### src/hw/rtl/tlb_page_table_translator_macros.svh
// assertion macros for the tlb page table translator
// used by the top level, no other dependencies
`ifndef TLB_PAGE_TABLE_TRANSLATOR_MACROS_SVH
`define TLB_PAGE_TABLE_TRANSLATOR_MACROS_SVH

// same-cycle implication, disabled during reset
`define TLBPT_ASSERT_NOW(label, clk, rst, ante, cons, msg) \
  label: assert property (@(posedge clk) disable iff (rst) (ante) |-> (cons)) \
    else $error(msg);

// next-cycle implication, disabled during reset
`define TLBPT_ASSERT_NEXT(label, clk, rst, ante, cons, msg) \
  label: assert property (@(posedge clk) disable iff (rst) (ante) |=> (cons)) \
    else $error(msg);

`endif

### src/hw/rtl/tlbpt_pkg.sv
// shared types and constants of the tlb page table translator
// no dependencies
`default_nettype none

package tlbpt_pkg;

  localparam int TLB_ENTRIES_DEF = 16;
  localparam int NUM_PAGES_DEF   = 256;
  localparam int PAGE_BYTES_DEF  = 256;

  // widest page / frame index over the supported table sizes
  localparam int PAGE_W_MAX = 12;

  typedef struct packed {
    logic [7:0] page_number;
    logic [7:0] page_offset;
  } req_item_t;

  typedef struct packed {
    logic [15:0] physical_address;
    logic        tlb_hit;
    logic        page_fault;
  } resp_item_t;

  // tlb fill request from the control logic
  typedef struct packed {
    logic                  en;
    logic [PAGE_W_MAX-1:0] page;
    logic [PAGE_W_MAX-1:0] frame;
  } tlb_fill_t;

  // tlb search result
  typedef struct packed {
    logic                  hit;
    logic [PAGE_W_MAX-1:0] frame;
  } tlb_match_t;

endpackage

`default_nettype wire

### src/hw/rtl/tlbpt_tlb.sv
// fully associative tlb with fifo replacement
// depends on tlbpt_pkg
`default_nettype none

module tlbpt_tlb #(
  parameter int TLB_ENTRIES = tlbpt_pkg::TLB_ENTRIES_DEF,
  parameter int PAGE_W      = 8
) (
  input  logic                   clk,
  input  logic                   rst,
  input  logic [PAGE_W-1:0]      lookup_page,
  input  tlbpt_pkg::tlb_fill_t   fill,
  output tlbpt_pkg::tlb_match_t  match
);

  localparam int IW = $clog2(TLB_ENTRIES);
  localparam int FW = tlbpt_pkg::PAGE_W_MAX;

  logic [TLB_ENTRIES-1:0] valid;
  logic [PAGE_W-1:0]      page_tag  [TLB_ENTRIES];
  logic [PAGE_W-1:0]      frame_tag [TLB_ENTRIES];
  logic [IW-1:0]          fill_ptr;

  always_ff @(posedge clk) begin
    if (rst) begin
      valid    <= '0;
      fill_ptr <= '0;
    end else if (fill.en) begin
      valid[fill_ptr] <= 1'b1;
      if (fill_ptr == IW'(TLB_ENTRIES - 1)) begin
        fill_ptr <= '0;
      end else begin
        fill_ptr <= fill_ptr + IW'(1);
      end
    end
  end

  always_ff @(posedge clk) begin
    if (fill.en) begin
      page_tag[fill_ptr]  <= fill.page[PAGE_W-1:0];
      frame_tag[fill_ptr] <= fill.frame[PAGE_W-1:0];
    end
  end

  // descending scan so the lowest matching slot wins
  always_comb begin
    match.hit   = 1'b0;
    match.frame = '0;
    for (int i = TLB_ENTRIES - 1; i >= 0; i--) begin
      if (valid[i] && (page_tag[i] == lookup_page)) begin
        match.hit   = 1'b1;
        match.frame = FW'(frame_tag[i]);
      end
    end
  end

endmodule

`default_nettype wire

### src/hw/rtl/tlb_page_table_translator.sv
// tlb page table translator: the result is registered at the end of the lookup state;
// a new item is accepted only in the idle state, so the block takes no new item until
// the last one's result is registered; the page table word is read in the accept cycle
// and the decision, tlb fill and page table write-back happen in the lookup state once
// the result slot is free. after reset the page table is swept clear, all NUM_PAGES
// entries (256 by default), with req_stall high; the tlb valid bits clear at once.
`default_nettype none
`include "tlb_page_table_translator_macros.svh"

module tlb_page_table_translator #(
  parameter int TLB_ENTRIES = tlbpt_pkg::TLB_ENTRIES_DEF,
  parameter int NUM_PAGES   = tlbpt_pkg::NUM_PAGES_DEF,
  parameter int PAGE_BYTES  = tlbpt_pkg::PAGE_BYTES_DEF
) (
  input  logic                   clk,
  input  logic                   rst,
  input  logic                   req_valid,
  output logic                   req_stall,
  input  tlbpt_pkg::req_item_t   req,
  output logic                   resp_valid,
  input  logic                   resp_stall,
  output tlbpt_pkg::resp_item_t  resp
);

  localparam int PW       = $clog2(NUM_PAGES);
  localparam int OW       = $clog2(PAGE_BYTES);
  localparam int FW       = tlbpt_pkg::PAGE_W_MAX;
  localparam int IN_CODES = 2 ** $bits(req.page_number);

  typedef enum logic [2:0] {
    ST_CLEAR = 3'b001,
    ST_IDLE  = 3'b010,
    ST_LOOK  = 3'b100
  } state_t;

  state_t state;
  state_t state_next;

  // constant tables that wrap page number and offset into range
  logic [PW-1:0] page_mod [IN_CODES];
  logic [OW-1:0] off_mod  [IN_CODES];

  for (genvar g = 0; g < IN_CODES; g++) begin : g_mod
    assign page_mod[g] = PW'(g % NUM_PAGES);
    assign off_mod[g]  = OW'(g % PAGE_BYTES);
  end

  // page table: mapped flag above the frame number
  logic [PW:0]   pt_mem [NUM_PAGES];
  logic [PW:0]   pt_rd;

  logic [PW-1:0] clr_cnt;
  logic [PW-1:0] page_q;
  logic [OW-1:0] off_q;
  logic [PW:0]   frame_cnt;

  logic          accept;
  logic          out_free;
  logic          finish;
  logic          hit;
  logic          mapped;
  logic          fault;
  logic [PW-1:0] page_idx;
  logic [PW-1:0] alloc_frame;
  logic [PW-1:0] frame_sel;
  logic [15:0]   phys;

  tlbpt_pkg::tlb_fill_t  fill;
  tlbpt_pkg::tlb_match_t match;

  // the tlb searches the latched page during the lookup cycle
  tlbpt_tlb #(
    .TLB_ENTRIES (TLB_ENTRIES),
    .PAGE_W      (PW)
  ) u_tlb (
    .clk         (clk),
    .rst         (rst),
    .lookup_page (page_q),
    .fill        (fill),
    .match       (match)
  );

  // handshake: new item only when idle, result slot frees on take
  assign req_stall = (state != ST_IDLE);
  assign accept    = req_valid && !req_stall;
  assign out_free  = !resp_valid || !resp_stall;
  assign finish    = (state == ST_LOOK) && out_free;

  assign page_idx  = page_mod[req.page_number];

  // decision for the item in lookup
  assign hit    = match.hit;
  assign mapped = pt_rd[PW];
  assign fault  = !hit && !mapped;

  // counter saturates at NUM_PAGES, which wraps to frame zero
  assign alloc_frame = (frame_cnt == (PW + 1)'(NUM_PAGES)) ? '0 : frame_cnt[PW-1:0];

  always_comb begin
    priority if (hit) begin
      frame_sel = match.frame[PW-1:0];
    end else if (mapped) begin
      frame_sel = pt_rd[PW-1:0];
    end else begin
      frame_sel = alloc_frame;
    end
  end

  assign phys = 16'((32'(frame_sel) * 32'(PAGE_BYTES)) + 32'(off_q));

  // fault fills the tlb slot under the fifo pointer
  assign fill.en    = finish && fault;
  assign fill.page  = FW'(page_q);
  assign fill.frame = FW'(alloc_frame);

  // state sequencing
  always_comb begin
    state_next = state;
    unique case (state)
      ST_CLEAR: begin
        if (clr_cnt == PW'(NUM_PAGES - 1)) begin
          state_next = ST_IDLE;
        end
      end
      ST_IDLE: begin
        if (accept) begin
          state_next = ST_LOOK;
        end
      end
      ST_LOOK: begin
        if (out_free) begin
          state_next = ST_IDLE;
        end
      end
      default: state_next = ST_CLEAR;
    endcase
  end

  always_ff @(posedge clk) begin
    if (rst) begin
      state     <= ST_CLEAR;
      clr_cnt   <= '0;
      frame_cnt <= '0;
    end else begin
      state <= state_next;
      if (state == ST_CLEAR) begin
        clr_cnt <= clr_cnt + PW'(1);
      end
      // next free frame advances once per fault until it reaches NUM_PAGES
      if (fill.en && (frame_cnt != (PW + 1)'(NUM_PAGES))) begin
        frame_cnt <= frame_cnt + (PW + 1)'(1);
      end
    end
  end

  // page table memory: one write port, registered read in the accept cycle;
  // a fault write lands before the next item can be accepted
  always_ff @(posedge clk) begin
    if (state == ST_CLEAR) begin
      pt_mem[clr_cnt] <= '0;
    end else if (fill.en) begin
      pt_mem[page_q] <= {1'b1, alloc_frame};
    end
    if (accept) begin
      pt_rd <= pt_mem[page_idx];
    end
  end

  // latch the item for the lookup cycle
  always_ff @(posedge clk) begin
    if (accept) begin
      page_q <= page_idx;
      off_q  <= off_mod[req.page_offset];
    end
  end

  // output register keeps the result while the consumer stalls
  always_ff @(posedge clk) begin
    if (rst) begin
      resp_valid <= 1'b0;
    end else if (finish) begin
      resp_valid <= 1'b1;
    end else if (!resp_stall) begin
      resp_valid <= 1'b0;
    end
  end

  always_ff @(posedge clk) begin
    if (finish) begin
      resp.physical_address <= phys;
      resp.tlb_hit          <= hit;
      resp.page_fault       <= fault;
    end
  end

  // checks
  `TLBPT_ASSERT_NEXT(a_accept_starts_lookup, clk, rst, accept, state == ST_LOOK, "accepted item did not start a lookup")
  `TLBPT_ASSERT_NOW(a_hit_excludes_fault, clk, rst, resp_valid, !(resp.tlb_hit && resp.page_fault), "result shows both tlb hit and page fault")
  `TLBPT_ASSERT_NEXT(a_fault_fills_tlb, clk, rst, finish && fault, match.hit, "faulted page not found in tlb after fill")
  `TLBPT_ASSERT_NOW(a_clear_blocks_input, clk, rst, state == ST_CLEAR, req_stall && !resp_valid, "item moved during page table clear")

endmodule

`default_nettype wire
### config.mk
export PLATFORM = sky130hd
export DESIGN_NAME = tlb_page_table_translator
export DESIGN_NICKNAME = d
export VERILOG_FILES = /design/src/hw/rtl/tlbpt_pkg.sv /design/src/hw/rtl/tlbpt_tlb.sv /design/src/hw/rtl/tlb_page_table_translator.sv
export VERILOG_INCLUDE_DIRS = /design/src /design/src/hw/rtl
export SDC_FILE = /design/constraint.sdc
export NUM_CORES = 2
export LEC_CHECK = 0
export ABC_CLOCK_PERIOD_IN_PS = 8960
export BUFFER_PORTS_ARGS = -buffer_cell sky130_fd_sc_hd__buf_4
export CORE_ASPECT_RATIO = 0.75
export CORE_MARGIN = 3
export CORE_UTILIZATION = 57
export DETAILED_ROUTE_END_ITERATION = 6
export PLACE_DENSITY = 0.73
export SLEW_MARGIN = 20
export SYNTH_ARGS = -nofsm -noshare
export SYNTH_HDL_FRONTEND = slang
export SYNTH_SLANG_ARGS = --single-unit
### constraint.sdc
create_clock -name clk -period 8.96 [get_ports clk]
set_clock_uncertainty 0.05 [all_clocks]
set_input_delay 0.448 -clock clk [delete_from_list [all_inputs] [get_ports clk]]
set_output_delay 0.448 -clock clk [all_outputs]
set_load 0.1 [all_outputs]
=== Word level (Yosys, flattened, before mapping) ===
Memory sizes are Yosys's and may differ from the RTL's. A register that Yosys moved wholly into a read port is not among the register bits.
Cells that the tools add are included.

* RAM bits: 2560
* Output and inout port bits: 20
* Memories: 5
* Bits in read-only memories: 4096
* Logic and storage cells: 122
* Register bits after elaboration: 67
* Input bits: 20

* Eq/ne operators: 28
* Magnitude comparators: 3
* Muxes and demuxes: 39
* Add/subtract/negate cells: 4
* Reduce and logical (&&, ||, !) cells: 30
* Bitwise operators: 3

{| class="wikitable"
|+ Memory list
! memory !! words !! bits a word !! rd ports !! clocked after memory_dff !! wr ports !! line !! source
|-
| pt_mem || 256 || 9 || 1 || 1 || 1 || tlb_page_table_translator.sv:49 || <nowiki>logic [PW:0] pt_mem [NUM_PAGES];</nowiki>
|-
| (name not given) || 256 || 8 || 1 || 1 || 0 || tlb_page_table_translator.sv:173 || <nowiki>off_q <= off_mod[req.page_offset];</nowiki>
|-
| (name not given) || 256 || 8 || 1 || 0 || 0 || tlb_page_table_translator.sv:89 || <nowiki>assign page_idx = page_mod[req.page_number];</nowiki>
|-
| u_tlb.frame_tag || 16 || 8 || 16 || 0 || 1 || tlbpt_tlb.sv:21 || <nowiki>logic [PAGE_W-1:0] frame_tag [TLB_ENTRIES];</nowiki>
|-
| u_tlb.page_tag || 16 || 8 || 16 || 0 || 1 || tlbpt_tlb.sv:20 || <nowiki>logic [PAGE_W-1:0] page_tag [TLB_ENTRIES];</nowiki>
|}

{| class="wikitable"
|+ Operators with widths
! operator !! count
|-
| 13-bit two-way mux || 16
|-
| 8-bit == test || 16
|-
| 8-bit two-way mux || 6
|-
| 1-bit logical AND || 22
|-
| 8-bit inverter with 9-bit output || 2
|-
| 16-bit by 8-bit adder with 16-bit output || 1
|-
| 16-bit bitwise OR || 1
|-
| 1-bit two-way mux || 10
|-
| 9-bit by 1-bit adder with 9-bit output, second input constant || 1
|-
| 9-bit == test, second input constant || 1
|-
| 9-bit greater-or-equal comparator, second input constant || 1
|-
| 3-bit two-way mux || 3
|-
| 9-bit two-way mux || 1
|-
| 9-bit inequality test, second input constant || 1
|-
| 3-bit one-hot mux with 3 select lines || 1
|-
| 9-bit OR reduction || 1
|-
| 8-bit by 1-bit adder with 8-bit output, second input constant || 1
|-
| 8-bit == test, second input constant || 1
|-
| 2-bit inequality test, second input constant || 3
|-
| 1-bit zero test || 5
|-
| 4-bit by 5-bit < comparator with 1-bit output, second input constant || 1
|-
| 4-bit by 1-bit adder with 4-bit output, second input constant || 1
|-
| 1-bit demux with 4-bit select || 1
|-
| 4-bit == test, second input constant || 1
|-
| other kinds (9) || 9
|}

=== Logic depth before layout (Yosys ltp) ===
An unclocked memory read counts as a cell.

* Word-level depth: 27
* Depth in mapped cells: 15

=== Modules after synthesis ===
From an unflattened synthesis, not the netlist that was laid out.

* Cell total of the unflattened synthesis: 5219
* Area, all modules: 103636.9 µm²

{| class="wikitable"
|+ Modules (own cells, without submodules)
! module !! seq. area each (µm²) !! area each (µm²) !! instances !! cells an instance
|-
| tlb_page_table_translator || 70898.0 || 91993.2 || 1 || 4441
|-
| tlbpt_tlb || 8087.8 || 11643.7 || 1 || 778
|}

=== Worst setup path before layout ===
Ideal clock, no wire load.

* Path type: reg2reg
* Start: register page_q[0]
* End: memory pt_mem[0][0] (netlist name) (data pin)
* Clock period less this slack: 9.884 ns
* Setup slack: -0.924 ns
* Setup time: 1.393 ns
* Data arrival time: 8.441 ns
* Stages on the path, launching flop included: 11
* Cell sequence: edfxtp_1 buf_4 xor2_1 nor4_1 and4_1 clkbuf_1 or4_4 nor4_1 clkbuf_1 nand2_1 nor2_1

* Cells in the longest elaborated chain, start to end: 26
* Elaborated cells on any way between the ends: 56
* Those cells by class: eq/ne: 16; mux: 20; reduce/logical: 20

{| class="wikitable"
|+ Ends and longest elaborated chain
! item !! line !! source
|-
| start, declared || tlb_page_table_translator.sv:53 || <nowiki>logic [PW-1:0] page_q;</nowiki>
|-
| start signal, assigned || tlb_page_table_translator.sv:172 || <nowiki>page_q <= page_idx;</nowiki>
|-
| 8-bit == test || tlbpt_tlb.sv:50 || <nowiki>if (valid[i] && (page_tag[i] == lookup_page)) begin</nowiki>
|-
| 1-bit logical AND || tlbpt_tlb.sv:50 ||
|-
| 13-bit two-way mux (15 in a row) || tlbpt_tlb.sv:50 ||
|-
| 13-bit two-way mux * || tlbpt_tlb.sv:50 ||
|-
| 1-bit zero test * || tlb_page_table_translator.sv:94 || <nowiki>assign fault = !hit && !mapped;</nowiki>
|-
| 1-bit logical AND * || tlb_page_table_translator.sv:94 ||
|-
| 1-bit logical AND * || tlb_page_table_translator.sv:112 || <nowiki>assign fill.en = finish && fault;</nowiki>
|-
| 1-bit two-way mux * || tlb_page_table_translator.sv:161 || <nowiki>end else if (fill.en) begin</nowiki>
|-
| 1-bit two-way mux * || tlb_page_table_translator.sv:159 || <nowiki>if (state == ST_CLEAR) begin</nowiki>
|-
| 1-bit two-way mux (implied by the code) * || tlb_page_table_translator.sv:162 || <nowiki>pt_mem[page_q] <= {1'b1, alloc_frame};</nowiki>
|-
| 9-bit OR reduction (no source line) * || n/a ||
|-
| 9-bit two-way mux (no source line) * || n/a ||
|-
| end, declared || tlb_page_table_translator.sv:49 ||
|}

Every way passes the cells marked *; elsewhere a longest branch is shown, timed or not.

=== Final worst setup path ===
* Start: register page_q[7]
* End: memory pt_mem[252][8] (netlist name) (data pin)

Same word-level chain as after synthesis.

==> results.yml <==
status:
  outcome: "complete, no violations"
sta:
  tightestPinTransition_ns: 1.11
  finalHoldViolCount: 0
  slew_violations: 0
  setup_slack_ns: 2.55
  min_period_ns: 6.41
  max_freq_mhz: 156
  setup_viol: 0
  relSlewSlack_pct: 26.1
  rsz0062_at_grt: "no"
  fin_crit_sh_pct: 71.5
floorplan:
  die_x_microns: 498
  start_util_pct: 57.7
  ios: 40
  fp-row-count: 134
  dieArea_sq_um: 187000
  core_sq_um: 179000
  die_y_microns: 375
route:
  viasPerCell: 6.72
  postRouteAntennaNets: 0
  drt-wirelength-per-cell_microns: 32.5
  first_pass_iters: 6
  drc_errors: 0
  vias: 49800
  drt_iter0_drc: 6959
  drt_wl_total_microns: 241000
yosys:
  ys_seq_area_share_pct: 76.3
  synthArstFlopShare_pct: 0
  ys_types: 71
  syn_nets: 4749
  ys_warn_count: 0
  ys.flop_type: "edfxtp_1"
  synth-edff-count: 2603
  syn_inst: 4722
  synthTopCellsByArea: "edfxtp_1 76%, mux4_2 16%, nor2_1 1.2%"
  yosysTopAreaCell: "edfxtp_1"
  synth.avg_cell_area_sq_um: 21.9
  synth-seq-cells: 2644
  syn_area_sq_um: 103000
  yosysTopAreaCellShare_pct: 75.5
pwr:
  ir_worst_vdd_mv: 0.268
  p_leak_uw: 0.0371
  totalPowerFinal_uw: 24400
  cellPowerDensity_nw_per_um2: 213
global_route:
  grt_max_degree: 217
  grt_pass1_vias: 48700
  grt_pass1_wl_microns: 352000
  gr-total-overflow: 0
  antenna_found_initial: 7
  grt.total_usage_pct: 26.0
clocking:
  clock_sinks: 2644
  cts_max_level: 4
  ctsResizeCount: 0
  cts_root_buffer: "clkbuf_16"
  cts_tree: "done"
  clockBufferDepth: 3
  clock_latency_ns: 0.85
  numCtsBuffers: 229
  clkTransAtPathRegs_ns: 0.07
cells_and_area:
  fillers: 11400
  fin_util_pct: 63.9
  drive_gt1_share_pct: 25.9
  area_growth_pct: 10.6
  final_cell_area_sq_um: 114000
  fin_nets: 4868
placement:
  dp_hpwl_microns: 139000
  place_area_sq_um: 107000
  io_buffers: 39
  gp_congestion: 0.861
  pre_cts_ws_ns: 2.57
critical_path:
  startpoint_type: "flop"
  crit_fanout: 141
  r2r-end: "pt_mem[252][8]$_DFFE_PP_"
  required_ns: 9.44
  cp.arrival_ns: 6.89
  r2r_slack_ns: 2.55
  rr_worst_depth: 11
  end_kind: "flop"
  crit_type: "flop to flop"
  r2r_start: "page_q[7]$_DFFE_PP_"
flow_run:
  maxCapViolCount: 0
hold_path:
  holdCritPathClass: "input port to flop"
  holdCritStartpoint: "req[14]"
  hold_end: "page_q[6]$_DFFE_PP_"
  holdPathStages: 1
==> layer usage <==
metal  GRT usage, %  share of wire [%]
met2           36.8                 45
met3           7.56                 13
met4           5.72                2.0
met1           40.8                 41
met5              0              0.018
==> flip-flops by register name, summed over array words and instances, names as in the netlist <==
| name | count |
|---|---|
| u_tlb.frame_tag | 128 |
| u_tlb.fill_ptr | 4 |
| pt_rd | 9 |
| resp | 18 |
| page_q | 8 |
| off_q | 8 |
| state | 3 |
| clr_cnt | 8 |
| frame_cnt | 9 |
| u_tlb.page_tag | 128 |
| pt_mem | 2304 |
| resp_valid | 1 |
| u_tlb.valid | 16 |
==> layout by cell type, fill, tap and decap left out, types with 41 or more instances in the layout <==
cell type	n
clkbuf_16	235
mux4_2	756
clkbuf_1	47
nand2_1	84
xnor2_1	94
edfxtp_1	2603
a21oi_1	45
xor2_1	52
buf_4	117
dfxtp_1	41
clkinv_1	45
nor2_1	322
==> worst max-delay path by stage <==
stage	slack, ns	to	depth (start not counted)	from
floorplan	-0.92	pt_mem[0][0]$_DFFE_PP_	10	page_q[0]$_DFFE_PP_
global placement	2.74	pt_mem[240][8]$_DFFE_PP_	11	page_q[7]$_DFFE_PP_
detailed placement	2.57	pt_mem[243][8]$_DFFE_PP_	11	page_q[7]$_DFFE_PP_
CTS	2.53	pt_mem[254][8]$_DFFE_PP_	11	page_q[7]$_DFFE_PP_
global route	2.13	pt_mem[253][8]$_DFFE_PP_	11	page_q[7]$_DFFE_PP_
finish	2.55	pt_mem[252][8]$_DFFE_PP_	11	page_q[7]$_DFFE_PP_
==> worst max-delay path: stages (launching register included) <==
cell      delay [ns]
edfxtp_1        0.99
buf_4           0.31
xor2_1          0.16
nor3_1          0.08
nand4_1         0.57
nand2_1         0.23
nor4_2          0.33
buf_4           0.42
nand2_1         0.51
inv_8           0.78
buf_4           0.75
buf_4           0.72
==> area by class of cell <==
class	count	area (sq um)	share of cell area, %
sequential	2644	79000	69.0
multi-input combinational	1780	23400	20.4
clock buffer	291	6180	5.40
tap	2380	2980	2.60
timing repair buffer	154	1490	1.30
clock inverter	128	1320	1.16
inverter	32	128	0.111
antenna	1	2.50	0.00219
==> synthesized netlist by cell type (5+ instances only) <==
library cell     n
edfxtp_1      2603
mux4_2         756
nor2_1         327
clkbuf_1       136
xnor2_1         94
nand2_1         84
buf_1           71
xor2_1          52
a21oi_1         45
dfxtp_1         41
nor3_1          41
nand3_1         37
buf_2           35
inv_1           31
nand4_1         27
a22oi_1         23
and3_1          22
a31oi_1         20
o21ai_0         19
nor4_1          16
o22ai_2         15
and2_1          14
nand2b_1        14
nor2b_1         13
buf_4           12
o22ai_1         12
buf_6           11
or3_1           11
mux2i_1         10
o211ai_1        10
a211oi_1         7
ha_1             7
nor3b_1          7
a22o_1           6
nor3_4           6
o21a_1           6
o21ai_2          6
o221ai_1         6
o311ai_0         6
nor4_4           5
==> cells by family (layout without fill, tap and decap cells) <==
family	count (synthesis)	count (layout)	share of synthesized area (%)
AND/OR/NAND/NOR	644	644	3.00
flip-flops	2644	2644	76.3
adder cells (fa/ha/maj)	7	7	0.0846
XOR/XNOR	146	146	1.24
buffers and inverters	298	605	1.26
multiplexers	769	769	16.6
AO/OA/AOI/OAI	214	214	1.51
other	0	1	0
==> power by group <==
part	switching, uW	total (uW)	internal, uW
Combinational	585	1010	423
Clock	4370	9950	5580
Sequential	17.1	13400	13400
==> repair_timing <==
action                     in CTS  in global routing
hold endpoints to repair       47                  0
buffers inserted                0                  0
hold buffers                   13                  0
setup endpoints to repair       0                  0
==> stage by stage <==
| step | setup TNS, ns | instances | hold WS (ns) |
|---|---|---|---|
| global route | 0 | 7409 | 0.134 |
| detailed placement | 0 | 6973 | 0.355 |
| finish | 0 | 7410 | 0.164 |
| floorplan | -709.40 | 4722 | 0.350 |
| CTS | 0 | 7405 | 0.0990 |
| global placement | 0 | 6973 | 0.354 |
Power figures use the tool's default switching activity.
